`config.mk`:
```
export PLATFORM = sky130hd
export DESIGN_NAME = signal_debounce_auto_switch
export DESIGN_NICKNAME = d
export VERILOG_FILES = /design/src/hdl/sdas_pkg.sv /design/src/hdl/signal_debounce_auto_switch.sv /design/src/hdl/sdas_core.sv
export SDC_FILE = /design/constraint.sdc
export NUM_CORES = 1
export LEC_CHECK = 0
export BUFFER_PORTS_ARGS = -buffer_cell sky130_fd_sc_hd__buf_2
export CAP_MARGIN = 10
export CORE_MARGIN = 8
export CORE_UTILIZATION = 30
export CTS_CLUSTER_DIAMETER = 80
export DETAILED_ROUTE_END_ITERATION = 8
export PLACE_DENSITY = 0.45
export SLEW_MARGIN = 20
export SYNTH_ARGS = -nofsm -noshare
export SYNTH_HDL_FRONTEND = slang
export SYNTH_SLANG_ARGS = --single-unit
export TNS_END_PERCENT = 50
```
`constraint.sdc`:
```
create_clock -name clock -period 4.7 [get_ports clock]
set_input_delay 0.235 -clock clock [delete_from_list [all_inputs] [get_ports clock]]
set_output_delay 0.235 -clock clock [all_outputs]
set_load 0.05 [all_outputs]
```
`src/hdl/sdas_pkg.sv`:
```
// Package with the shared types, codes and helper functions of the auto-switch controller.
`timescale 1ns / 1ps

package sdas_pkg;

   localparam int MAX_INPUTS = 16;
   localparam int SIG_WIDTH = 16;
   localparam int COUNT_WIDTH = 5;
   localparam int CHAN_WIDTH = 8;
   localparam int TICK_WIDTH = 16;

   localparam logic [COUNT_WIDTH-1:0] COUNT_LIMIT =
      (MAX_INPUTS < SIG_WIDTH) ? COUNT_WIDTH'(MAX_INPUTS) : COUNT_WIDTH'(SIG_WIDTH);

   localparam logic [TICK_WIDTH-1:0] DEBOUNCE_RESET = 16'd500;

   localparam logic [1:0] OP_TICK   = 2'd0;
   localparam logic [1:0] OP_SIGNAL = 2'd1;
   localparam logic [1:0] OP_INPUT  = 2'd2;

   localparam logic [1:0] ACT_NONE     = 2'd0;
   localparam logic [1:0] ACT_NOTIFY   = 2'd1;
   localparam logic [1:0] ACT_RENOTIFY = 2'd2;
   localparam logic [1:0] ACT_SWITCH   = 2'd3;

   localparam logic CSR_AUTO_ENABLE    = 1'b0;
   localparam logic CSR_DEBOUNCE_TICKS = 1'b1;

   typedef struct packed {
      logic [1:0]             op;
      logic [SIG_WIDTH-1:0]   sig_bits;
      logic [COUNT_WIDTH-1:0] sig_count;
      logic [CHAN_WIDTH-1:0]  input_number;
   } req_type;

   typedef struct packed {
      logic [1:0]            action;
      logic [CHAN_WIDTH-1:0] channel;
   } rsp_type;

   typedef struct packed {
      logic                  auto_enable;
      logic [TICK_WIDTH-1:0] debounce_ticks;
   } cfg_type;

   function automatic logic [SIG_WIDTH-1:0] low_mask(input logic [COUNT_WIDTH-1:0] n);
      logic [SIG_WIDTH-1:0] mask;
      if (n >= COUNT_WIDTH'(SIG_WIDTH)) begin
         mask = '1;
      end else begin
         mask = (SIG_WIDTH'(1) << n[3:0]) - SIG_WIDTH'(1);
      end
      return mask;
   endfunction

   function automatic logic [COUNT_WIDTH-1:0] clamp_count(input logic [COUNT_WIDTH-1:0] n);
      logic [COUNT_WIDTH-1:0] r;
      r = (n > COUNT_LIMIT) ? COUNT_LIMIT : n;
      return r;
   endfunction

   function automatic logic [COUNT_WIDTH-1:0] highest_set(input logic [SIG_WIDTH-1:0] v);
      logic [COUNT_WIDTH-1:0] pos;
      pos = '0;
      for (int i = 0; i < SIG_WIDTH; i++) begin
         if (v[i]) begin
            pos = COUNT_WIDTH'(i + 1);
         end
      end
      return pos;
   endfunction

endpackage

```
`src/hdl/signal_debounce_auto_switch.sv`:
```
// Top level of the auto-switch controller: channel registers, settings and core.
//
//   Channel | Direction | Handshake          | Payload
//   req_    | in        | req_valid/req_stall | req_type: op, sig_bits, sig_count, input_number
//   rsp_    | out       | rsp_valid/rsp_stall | rsp_type: action, channel
//   csr_    | in        | csr_write           | csr_index, csr_wdata
//
// Every transfer on req_ yields exactly one transfer on rsp_, through the input register and then the output register.
// One item is taken per cycle while req_stall is low; the input register feeds the core, whose result lands in the
// output register in the same step as the state update.
// Synchronous reset clears valid flags, settings and core state; no clearing pass is needed.
// A stall on rsp_ holds the output register and backs up into req_stall only when both
// registers are full.
`timescale 1ns / 1ps

module signal_debounce_auto_switch (
   input  logic              clock,
   input  logic              reset,
   input  logic              req_valid,
   output logic              req_stall,
   input  sdas_pkg::req_type req_data,
   output logic              rsp_valid,
   input  logic              rsp_stall,
   output sdas_pkg::rsp_type rsp_data,
   input  logic              csr_write,
   input  logic              csr_index,
   input  logic [15:0]       csr_wdata
);
   import sdas_pkg::*;

   logic    in_valid_ff, in_valid_in;
   req_type in_data_ff;
   logic    out_valid_ff, out_valid_in;
   rsp_type out_data_ff;
   cfg_type cfg_ff, cfg_in;
   logic    accept;
   logic    advance;
   rsp_type result;

   assign advance     = in_valid_ff && (!out_valid_ff || !rsp_stall);
   assign req_stall   = in_valid_ff && !advance;
   assign accept      = req_valid && !req_stall;
   assign in_valid_in = accept || (in_valid_ff && !advance);
   assign out_valid_in = advance || (out_valid_ff && rsp_stall);

   always_comb begin
      cfg_in = cfg_ff;
      if (csr_write) begin
         case (csr_index)
            CSR_AUTO_ENABLE:    cfg_in.auto_enable = csr_wdata[0];
            CSR_DEBOUNCE_TICKS: cfg_in.debounce_ticks = csr_wdata;
            default: begin
            end
         endcase
      end
   end

   sdas_core u_core (
      .clock     (clock),
      .reset     (reset),
      .item_fire (advance),
      .item      (in_data_ff),
      .cfg       (cfg_ff),
      .result    (result)
   );

   always_ff @(posedge clock) begin
      if (reset) begin
         in_valid_ff  <= 1'b0;
         out_valid_ff <= 1'b0;
         cfg_ff.auto_enable    <= 1'b0;
         cfg_ff.debounce_ticks <= DEBOUNCE_RESET;
      end else begin
         in_valid_ff  <= in_valid_in;
         out_valid_ff <= out_valid_in;
         cfg_ff       <= cfg_in;
      end
   end

   always_ff @(posedge clock) begin
      if (accept) begin
         in_data_ff <= req_data;
      end
      if (advance) begin
         out_data_ff <= result;
      end
   end

   assign rsp_valid = out_valid_ff;
   assign rsp_data  = out_data_ff;

`ifndef SYNTHESIS
   a_none_has_no_channel: assert property (@(posedge clock) disable iff (reset)
      (rsp_valid && (rsp_data.action == ACT_NONE)) |-> (rsp_data.channel == '0))
      else $error("Result with no action carries a channel.");

   a_advance_fills_output: assert property (@(posedge clock) disable iff (reset)
      advance |=> rsp_valid)
      else $error("Processed item did not reach the output register.");

   a_stall_only_when_full: assert property (@(posedge clock) disable iff (reset)
      req_stall |-> (in_valid_ff && out_valid_ff && rsp_stall))
      else $error("Input stalled while a register was free.");

   a_notify_echoes_input: assert property (@(posedge clock) disable iff (reset)
      (advance && (in_data_ff.op == OP_INPUT) && (in_data_ff.input_number != '0)) |=>
      ((rsp_data.action == ACT_NOTIFY) && (rsp_data.channel == $past(in_data_ff.input_number))))
      else $error("Input report was not echoed.");
`endif

endmodule

```
`src/hdl/sdas_core.sv`:
```
// Debounce state and the combinational decision logic for one item.
`timescale 1ns / 1ps

module sdas_core (
   input  logic             clock,
   input  logic             reset,
   input  logic             item_fire,
   input  sdas_pkg::req_type item,
   input  sdas_pkg::cfg_type cfg,
   output sdas_pkg::rsp_type result
);
   import sdas_pkg::*;

   logic [SIG_WIDTH-1:0]   pending_bits_ff, pending_bits_in;
   logic [SIG_WIDTH-1:0]   stable_bits_ff, stable_bits_in;
   logic [COUNT_WIDTH-1:0] pending_count_ff, pending_count_in;
   logic [TICK_WIDTH-1:0]  hold_ticks_ff, hold_ticks_in;
   logic                   report_seen_ff, report_seen_in;
   logic                   signal_lost_ff, signal_lost_in;
   logic [CHAN_WIDTH-1:0]  selected_input_ff, selected_input_in;

   logic [COUNT_WIDTH-1:0] rep_count;
   logic [SIG_WIDTH-1:0]   rep_mask;
   logic [SIG_WIDTH-1:0]   rep_bits;
   logic                   rep_changed;
   logic [SIG_WIDTH-1:0]   pend_mask;
   logic [TICK_WIDTH-1:0]  hold_next;
   logic                   settle;
   logic [SIG_WIDTH-1:0]   stable_next;
   logic [COUNT_WIDTH-1:0] top;
   logic [CHAN_WIDTH-1:0]  top_chan;

   always_comb begin
      rep_count   = clamp_count(item.sig_count);
      rep_mask    = low_mask(rep_count);
      rep_bits    = item.sig_bits & rep_mask;
      rep_changed = (rep_count != pending_count_ff) ||
                    (rep_bits != (pending_bits_ff & rep_mask));
      pend_mask   = low_mask(pending_count_ff);
      hold_next   = (hold_ticks_ff == '1) ? hold_ticks_ff : hold_ticks_ff + TICK_WIDTH'(1);
      settle      = cfg.auto_enable && (pending_count_ff != '0) && report_seen_ff &&
                    (((pending_bits_ff ^ stable_bits_ff) & pend_mask) != '0) &&
                    (hold_next >= cfg.debounce_ticks);
      stable_next = (stable_bits_ff & ~pend_mask) | (pending_bits_ff & pend_mask);
      top         = highest_set(stable_next & pend_mask);
      top_chan    = {{(CHAN_WIDTH-COUNT_WIDTH){1'b0}}, top};

      pending_bits_in   = pending_bits_ff;
      stable_bits_in    = stable_bits_ff;
      pending_count_in  = pending_count_ff;
      hold_ticks_in     = hold_ticks_ff;
      report_seen_in    = report_seen_ff;
      signal_lost_in    = signal_lost_ff;
      selected_input_in = selected_input_ff;
      result.action     = ACT_NONE;
      result.channel    = '0;

      case (item.op)
         OP_SIGNAL: begin
            if ((item.sig_count != '0) && rep_changed) begin
               pending_bits_in  = rep_bits;
               pending_count_in = rep_count;
               hold_ticks_in    = '0;
               report_seen_in   = 1'b1;
            end
         end
         OP_INPUT: begin
            if (item.input_number != '0) begin
               selected_input_in = item.input_number;
               result.action     = ACT_NOTIFY;
               result.channel    = item.input_number;
            end
         end
         OP_TICK: begin
            hold_ticks_in = hold_next;
            if (settle) begin
               stable_bits_in = stable_next;
               if (top == '0) begin
                  signal_lost_in = 1'b1;
               end else if (top_chan == selected_input_ff) begin
                  if (signal_lost_ff) begin
                     signal_lost_in = 1'b0;
                     result.action  = ACT_RENOTIFY;
                     result.channel = top_chan;
                  end
               end else begin
                  signal_lost_in = 1'b0;
                  result.action  = ACT_SWITCH;
                  result.channel = top_chan;
               end
            end
         end
         default: begin
         end
      endcase
   end

   always_ff @(posedge clock) begin
      if (reset) begin
         pending_bits_ff   <= '0;
         stable_bits_ff    <= '0;
         pending_count_ff  <= '0;
         hold_ticks_ff     <= '0;
         report_seen_ff    <= 1'b0;
         signal_lost_ff    <= 1'b0;
         selected_input_ff <= '0;
      end else if (item_fire) begin
         pending_bits_ff   <= pending_bits_in;
         stable_bits_ff    <= stable_bits_in;
         pending_count_ff  <= pending_count_in;
         hold_ticks_ff     <= hold_ticks_in;
         report_seen_ff    <= report_seen_in;
         signal_lost_ff    <= signal_lost_in;
         selected_input_ff <= selected_input_in;
      end
   end

endmodule

```
==> results of run 1 <==
## routing by layer
layer,up-vias,GRT usage,routed length (µm)
met5,-,0,0
met4,0,0.04503,295
met3,21,0.03227,701
met2,101,0.2131,8277
met1,2703,0.1656,8698
li1,2940,-,-
## timing repair
action	4_1_cts	5_1_grt
hold buffers	31	0
endpoints found under the hold margin	31	0
gates resized for setup	0	1
setup endpoints to repair	0	8
## registers in the layout (all words and copies together), names as in the netlist, 5 cells and up
signal	cells
u_core.pending_bits_ff	16
u_core.hold_ticks_ff	16
u_core.stable_bits_ff	16
u_core.selected_input_ff	8
u_core.pending_count_ff	5
in_data_ff	31
rsp_data	10
cfg_ff	17
## report_power, final
| group | leakage (nW) | total [mW] | switching (mW) | internal (mW) |
|---|---|---|---|---|
| combinational | 2.00 | 0.236 | 0.137 | 0.0998 |
| sequential | 1.06 | 1.16 | 0.0270 | 1.14 |
| clock | 0.273 | 1.29 | 0.492 | 0.802 |
| total | 3.34 | 2.69 | 0.656 | 2.04 |
## critical path, stage by stage (launching register included)
cell,delay (ns)
dfxtp_1,0.43
and4_1,0.28
and4_1,0.26
nand3_1,0.14
or3_4,0.45
and2_0,0.24
and4_1,0.28
xor2_1,0.16
ha_1,0.29
a21o_1,0.11
a21o_1,0.10
a21oi_1,0.05
o21ai_0,0.14
a21oi_1,0.08
or4_1,0.52
buf_4,0.22
a21oi_1,0.17
mux2i_1,0.20
nor2_1,0.05
## synth_stat cells (8+ instances only)
cell | count | area (µm²)
nand2b_1 | 9 | 56.30
nand3b_1 | 10 | 75.07
a21o_1 | 8 | 60.06
a21oi_1 | 69 | 345.3
ha_1 | 19 | 237.7
or2_2 | 8 | 50.05
a31oi_1 | 8 | 50.05
mux2i_1 | 34 | 340.3
nand3_1 | 17 | 85.08
clkbuf_1 | 23 | 86.33
buf_2 | 18 | 90.09
nor3_1 | 10 | 50.05
nor2_1 | 87 | 326.6
nor2b_1 | 10 | 62.56
inv_1 | 25 | 93.84
xor2_1 | 22 | 192.7
nand2_1 | 98 | 367.9
and2_1 | 10 | 62.56
o21ai_0 | 25 | 125.1
xnor2_1 | 24 | 210.2
dfxtp_1 | 82 | 1642
edfxtp_1 | 41 | 1231
or3b_2 | 9 | 78.83
## logic make-up after synthesis
group                      Yosys count  share of synthesized area
xor gates and xnor gates            46                    0.05830
adders and majority gates           19                    0.03440
buffers and inverters               75                    0.05106
AOI/OAI and AO/OA                  172                     0.1617
DFF                                123                     0.4157
and+or+nand+nor                    314                     0.2280
muxes                               35                    0.05088
## worst paths after layout
path | from | slack [ns] | cells past startpoint | to
setup / recovery | u_core.hold_ticks_ff[3] | 0.39 | 18 | u_core.stable_bits_ff[1]
setup reg to reg | u_core.hold_ticks_ff[3] | 0.39 | 18 | u_core.stable_bits_ff[1]
hold / removal | csr_wdata[4] | 0.02 | 3 | cfg_ff[4]
hold reg to reg | cfg_ff[1] | 0.45 | 2 | cfg_ff[1]
## area by class of cell
| cell class | instances | area, µm² | share of cell area |
|---|---|---|---|
| multi-input combinational | 586 | 3697 | 0.4420 |
| inverter | 25 | 93.84 | 0.01122 |
| clock inverter | 12 | 121.4 | 0.01451 |
| clock buffer | 20 | 456.7 | 0.05460 |
| tap | 285 | 356.6 | 0.04263 |
| sequential | 123 | 2873 | 0.3435 |
| timing repair buffer | 113 | 765.7 | 0.09155 |
==> impl_metrics.toml, run 1 <==
[sta]
rsz0062_at_grt = "no"
post-route-min-period_ns = 4.307
slew_headroom = 0.3489
tightestPinTransition_ns = 0.9746
fin_setup_tns_ns = 0
report.final.slew_viol_count = 0
whs_ns = 0.01760
setup_ws_ns = 0.3930
hold_viol = 0
period_share = 0.9164
fin_skew_ns = 0.008399
max_freq_mhz = 232.2
setup_viol = 0

[synthesis]
synth_edf_count = 41
synth_seq_cells = 123
netlist_instances = 784
syn_area_um2 = 6910
ys_seq_area_frac = 0.4157
ys_warn_count = 0
syn_nets = 856
avgSynthCellArea_um2 = 8.814
netlist-cell-type-count = 72
ys.flop_type = "dfxtp_1"
async_flop_share = 0

[placed_design]
hpwl_mm = 12.83
dp.cells = 1101
gp_congestion = 0.8327
pre_cts_ws_ns = 0.3567
portBuffers = 64
place_area_um2 = 7471

[floorplanning]
die_w_um = 167.8
io_pins = 65
core_area_um2 = 22640
row_count = 55
initial_core_util = 0.3052
die_h_um = 167.8
dieArea_um2 = 28150

[finish]
final_cell_mix = "nand2_1 (98), nor2_1 (87), dfxtp_1 (82)"
nets = 938
syn2layout_area_growth_pct = 21.04
final_util = 0.3694
final_common_cell = "nand2_1"
postLayoutCellArea_um2 = 8364
drive_above_1_share = 0.1638
diodes = 0
fin_cells = 1164
fillers = 2330

[clock_network]
h-tree-depth = 4
cts_buffers = 17
cts_tree = "built"
cts_sinks = 123
clk_latency_ns = 0.42
cts_setup_buffers = 0
cts_root_buffer = "clkbuf_16"
clock_path_buffers = 2
cts.clk_slew.worst_paths_ns = 0.06

[power]
p_per_area_nw_per_um2 = 322.1
p_total_mw = 2.694
irDropWorstVdd_uv = 139.0
leakage_nw = 3.338

[global_routing]
grt_max_degree = 51
grt_overflow = 0
grt_pass1_vias = 5676
groute.usage.overall = 0.1306
antenna_found_initial = 0
grt_first_pass_wirelength_mm = 29.58

[worst_setup_path]
crit_type = "reg2reg"
cp-end-kind = "flop"
startpoint_type = "flop"
cp_max_fo = 17
arrival_ns = 4.59
required_ns = 4.98

[routing]
drcViolationCount = 0
drt-total-wl_mm = 17.97
drt_iter0_drc = 310
ant_nets = 0
vias = 5765
routedWlPerCell_um = 15.44
vias_per_cell = 4.953
first_pass_iters = 5

[flow_run]
max-cap-violations = 0

[min_path]
hold_class = "in2reg"

[run_status]
status = "finished clean"
Note: power is estimated with default switching activity, not from simulation.
==> run 2: changes to the inputs <==
--- a/config.mk
+++ b/config.mk
@@ -11,6 +11,7 @@
 export CORE_UTILIZATION = 30
 export CTS_CLUSTER_DIAMETER = 80
 export DETAILED_ROUTE_END_ITERATION = 8
+export MAX_ROUTING_LAYER = met4
 export PLACE_DENSITY = 0.45
 export SLEW_MARGIN = 20
 export SYNTH_ARGS = -nofsm -noshare
==> run 2 against run 1 <==
Effect of this change:
- worst hold slack gained 0.0010 ns
- routed wire length about the same
- first-iteration DRC count rose by 10%
- sequential cell count is the same
- setup slack improved by 0.011 ns
- die area stayed put
- design area is the same
- sequential share of layout area unchanged
- critical path depth did not move
- maximum frequency increased by 0.26%
- largest cell class unchanged
- largest power group unchanged
==> impl_metrics.toml, run 2 (synthesis results as in run 1) <==
[run_status]
status = "finished clean"

[routing]
drt_iter0_drc = 342
routedWlPerCell_um = 15.43
vias_per_cell = 4.938
ant_nets = 0
first_pass_iters = 7
drt-total-wl_mm = 17.96
drcViolationCount = 0
vias = 5748

[floorplanning]
die_w_um = 167.8
die_h_um = 167.8
dieArea_um2 = 28150
initial_core_util = 0.3052
io_pins = 65
row_count = 55
core_area_um2 = 22640

[clock_network]
clock_path_buffers = 2
cts_root_buffer = "clkbuf_16"
cts_setup_buffers = 0
cts.clk_slew.worst_paths_ns = 0.06
h-tree-depth = 4
cts_tree = "built"
cts_sinks = 123
clk_latency_ns = 0.42
cts_buffers = 17

[global_routing]
grt_max_degree = 51
grt_first_pass_wirelength_mm = 29.58
antenna_found_initial = 0
groute.usage.overall = 0.1343
grt_pass1_vias = 5663
grt_overflow = 0

[sta]
period_share = 0.9140
rsz0062_at_grt = "no"
post-route-min-period_ns = 4.296
fin_setup_tns_ns = 0
hold_viol = 0
setup_viol = 0
report.final.slew_viol_count = 0
max_freq_mhz = 232.8
tightestPinTransition_ns = 0.9722
fin_skew_ns = 0.008297
slew_headroom = 0.3505

[finish]
drive_above_1_share = 0.1638
largest_register_ffs = 31
final_cell_mix = "nand2_1 (98), nor2_1 (87), dfxtp_1 (82)"
diodes = 0
fin_cells = 1164
top_register = "in_data_ff"
nets = 938
final_common_cell = "nand2_1"
reg_top3 = "in_data_ff x31, cfg_ff x17"
syn2layout_area_growth_pct = 21.04

[placed_design]
dp.cells = 1101
portBuffers = 64
hpwl_mm = 12.83
gp_congestion = 0.8455

[worst_setup_path]
ff2ff_path_depth = 18
required_ns = 4.98
crit_type = "reg2reg"
reg2reg_to = "u_core.stable_bits_ff[1]"
cp_max_fo = 17
startpoint_type = "flop"
cp-end-kind = "flop"
arrival_ns = 4.58
reg2reg_slack_ns = 0.40
rr_startpoint = "u_core.hold_ticks_ff[3]"

[flow_run]
max-cap-violations = 0

[power]
p_per_area_nw_per_um2 = 322.2
irDropWorstVdd_uv = 138.7
leakage_nw = 3.338

[min_path]
holdCritStartpoint = "csr_wdata[4]"
min_to = "cfg_ff[4]"
min_path_cells = 3
hold_class = "in2reg"
==> run 2: cell counts in the layout (fill, tap and decap cells not counted) <==
No cell type changed its count.
==> run 2: worst max path at each step <==
stage / start / to / slack [ns] / cells past startpoint
floorplan: u_core.hold_ticks_ff[3] / u_core.stable_bits_ff[14] / 0.79 / 19
global placement: u_core.hold_ticks_ff[3] / u_core.stable_bits_ff[6] / 0.42 / 18
detailed placement: u_core.hold_ticks_ff[3] / u_core.stable_bits_ff[10] / 0.36 / 18
CTS: u_core.hold_ticks_ff[3] / u_core.stable_bits_ff[10] / 0.34 / 18
global route: u_core.hold_ticks_ff[3] / u_core.stable_bits_ff[3] / 0.007 / 18
finish: u_core.hold_ticks_ff[3] / u_core.stable_bits_ff[1] / 0.40 / 18
==> run 2: critical path, cell delays in order, from the launching register on <==
cell and delay (ns):
dfxtp_1 0.43, and4_1 0.27, and4_1 0.26, nand3_1 0.14, or3_4 0.45, and2_0 0.24
and4_1 0.28, xor2_1 0.16, ha_1 0.29, a21o_1 0.11, a21o_1 0.10, a21oi_1 0.05
o21ai_0 0.14, a21oi_1 0.08, or4_1 0.52, buf_4 0.22, a21oi_1 0.17, mux2i_1 0.20
nor2_1 0.05
==> run 2: power breakdown <==
group	internal [mW]	switching, mW
combinational	0.0998	0.137
sequential	1.14	0.0269
clock	0.802	0.493
==> run 2: what timing repair did <==
item | in CTS | in global routing
hold endpoints to repair | 31 | 0
setup endpoints to repair | 0 | 8
gates resized for setup | 0 | 1
hold buffers | 31 | 0
==> run 2: final cells by class <==
class | instances | area, µm²
clock buffers | 20 | 456.7
clock inverters | 12 | 121.4
fillers | 2330 | 14280
inverters | 25 | 93.84
multi-input cells | 586 | 3697
flip-flops and latches | 123 | 2873
well taps | 285 | 356.6
repair buffers | 113 | 765.7
==> run 2: metal layers <==
metal  part of all wire  track usage  vias up
met5                  0            -        -
met1               0.48       0.1664     2682
met4              0.016      0.04503        0
met2               0.46       0.2129      109
li1                   -            -     2938
met3              0.044      0.03110       19
==> run 2: stage by stage <==
step	setup slack (ns)	hold WS, ns	util	total power [mW]	cell area [µm²]
2_1_floorplan	0.7876	0.3339	-	1.332	6910
3_3_place_gp	0.4163	0.4114	0.3300	1.408	7471
3_5_place_dp	0.3567	0.4131	0.3300	1.407	7471
4_1_cts	0.3433	0.001433	0.3692	2.736	8359
5_1_grt	0.006911	0.02184	0.3694	2.802	8364
6_report	0.4043	0.01859	0.3694	2.695	8364
==> run 3: changes to the inputs <==
--- a/config.mk
+++ b/config.mk
@@ -7,12 +7,14 @@
 export LEC_CHECK = 0
 export BUFFER_PORTS_ARGS = -buffer_cell sky130_fd_sc_hd__buf_2
 export CAP_MARGIN = 10
+export CELL_PAD_IN_SITES_DETAIL_PLACEMENT = 1
+export CELL_PAD_IN_SITES_GLOBAL_PLACEMENT = 2
 export CORE_MARGIN = 8
-export CORE_UTILIZATION = 30
+export CORE_UTILIZATION = 37
 export CTS_CLUSTER_DIAMETER = 80
 export DETAILED_ROUTE_END_ITERATION = 8
 export MAX_ROUTING_LAYER = met4
-export PLACE_DENSITY = 0.45
+export PLACE_DENSITY = 0.79
 export SLEW_MARGIN = 20
 export SYNTH_ARGS = -nofsm -noshare
 export SYNTH_HDL_FRONTEND = slang
==> run 3 against run 2 <==
Effect of this change:
- count of clock-buffer cells in the layout is 3 higher
- critical path depth is the same
- combinational power increased by 2%
- non-clock buffer count fell by 3
- sequential power is essentially flat
- setup slack got worse by 0.092 ns
- global-route usage grew 4.0 points
- critical path type unchanged
- largest cell class unchanged
==> impl_metrics.toml, run 3 (synthesis results as in run 1) <==
[run_status]
status = "finished clean"

[worst_setup_path]
cp_max_fo = 17
cp-end-kind = "flop"
required_ns = 4.97
startpoint_type = "flop"
crit_type = "reg2reg"
critPathSlowestCell = "or4_1"
critPathLaunch = "u_core.hold_ticks_ff[3]"
crit_cells = 18
ff2ff_path_depth = 18
reg2reg_to = "u_core.stable_bits_ff[6]"
path_cells = "and4_1 -> and4_1 -> nand3_1 -> or3_1 -> and2_0 -> and4_1 -> xor2_1 -> ha_1 -> a21o_1 -> a21o_1 -> a21oi_1 -> o21ai_0 -> a21oi_1 -> or4_1 -> buf_4 -> a21oi_1 -> mux2i_1 -> nor2_1"
arrival_ns = 4.66
slowest_delay_ns = 0.52
reg2reg_slack_ns = 0.31
rr_startpoint = "u_core.hold_ticks_ff[3]"
path_buf_inv = 1
path_delay_family = "simple AND/OR/NAND/NOR gates"

[finish]
final_util = 0.4457
largest_register_ffs = 31
fin_cells = 1110
final_cell_mix = "nand2_1 (98), nor2_1 (87), dfxtp_1 (82)"
nets = 935
fillers = 2164
seq_area_um2 = 2873
final_common_cell = "nand2_1"
multi_input_area_um2 = 3692
syn2layout_area_growth_pct = 19.43
drive_above_1_share = 0.1553
diodes = 0
reg_top3 = "in_data_ff x31, cfg_ff x17"
top_register = "in_data_ff"

[global_routing]
grt_overflow = 0
grt_pass1_vias = 6344
met1_usage = 0.1893
use_met3 = 0.03744
groute.usage.overall = 0.1743
gr-usage-met2 = 0.3163
antenna_found_initial = 0
gr-max-usage-layer = "met2"
grt_max_degree = 83
grt_first_pass_wirelength_mm = 32.11

[routing]
ant_nets = 0
drt_iter0_drc = 195
first_pass_iters = 5
vias = 5911
drcViolationCount = 0
routedWlPerCell_um = 17.72
vias_per_cell = 5.325
drt-total-wl_mm = 19.67

[power]
irDropWorstVdd_uv = 231.3
p_per_area_nw_per_um2 = 323.7
leakage_nw = 3.314

[min_path]
hold_class = "in2reg"
holdCritStartpoint = "csr_wdata[5]"
min_to = "cfg_ff[5]"
min_path_cells = 3

[clock_network]
cts_tree = "built"
h-tree-depth = 4
clock_path_buffers = 2
cts.clk_slew.worst_paths_ns = 0.06
cts_root_buffer = "clkbuf_16"
cts_buffers = 17
clk_latency_ns = 0.43
cts_sinks = 123
cts_setup_buffers = 0

[sta]
setup_viol = 0
tightestPinTransition_ns = 0.9555
hold_viol = 0
rsz0062_at_grt = "no"
max_freq_mhz = 227.9
period_share = 0.9336
slew_headroom = 0.3617
fin_skew_ns = 0.01725
fin_setup_tns_ns = 0
report.final.slew_viol_count = 0
post-route-min-period_ns = 4.388

[placed_design]
dp.cells = 1047
gp_congestion = 0.8630
portBuffers = 64
hpwl_mm = 13.88

[floorplanning]
core_area_um2 = 18520
dieArea_um2 = 23310
io_pins = 65
initial_core_util = 0.3732
die_w_um = 152.7
row_count = 50
die_h_um = 152.7

[flow_run]
max-cap-violations = 0
[run 3: cell types whose count changed in the layout (fill, tap and decap cells not counted)]
cell,before,now
clkbuf_1,1,5
buf_4,18,16
clkinvlp_4,4,2
buf_2,64,63
clkbuf_8,2,1
inv_6,1,0
or3_1,6,7
or3_4,1,0
[run 3: metal layers]
metal | routed length, µm | vias to the layer above
li1 | - | 2928
met1 | 8474 | 2886
met2 | 10470 | 77
met3 | 489 | 20
met4 | 234 | 0
met5 | 0 | -
[run 3: cell type report]
type	instances	share of cell area
clock buffers	23	0.05549
flip-flops and latches	123	0.3481
multi-input cells	586	0.4474
well taps	234	0.03548
clock inverters	9	0.01183
inverters	25	0.01137
repair buffers	110	0.09036
[run 3: tightest hold or removal path: stages]
cell and delay [ns]:
buf_2 0.07, nand2_1 0.04, nand3b_1 0.07
[run 3: where the power goes]
group | switching, mW | internal, mW
combinational | 0.140 | 0.0997
sequential | 0.0282 | 1.14
clock | 0.479 | 0.787
[run 3: worst max-delay path by stage]
stage,end,slack [ns]
floorplan,u_core.stable_bits_ff[14],0.79
global placement,u_core.stable_bits_ff[1],0.57
detailed placement,u_core.stable_bits_ff[6],0.38
CTS,u_core.stable_bits_ff[6],0.33
global route,u_core.stable_bits_ff[6],0.007
finish,u_core.stable_bits_ff[6],0.31
[run 3: repair_timing]
| action | CTS | global route |
|---|---|---|
| endpoints found under the hold margin | 31 | 0 |
| gates resized for setup | 0 | 0 |
| hold buffers | 31 | 0 |
[run 3: through the flow]
step                total power, mW  setup slack, ns  area, µm²  hold slack [ns]
detailed placement            1.409           0.3835       7387           0.4138
floorplan                     1.332           0.7876       6910           0.3339
finish                        2.671           0.3119       8253          0.02190
CTS                           2.703           0.3338       8253         0.007722
global route                  2.777         0.007115       8253          0.01532
global placement              1.400           0.5651       7387           0.4109
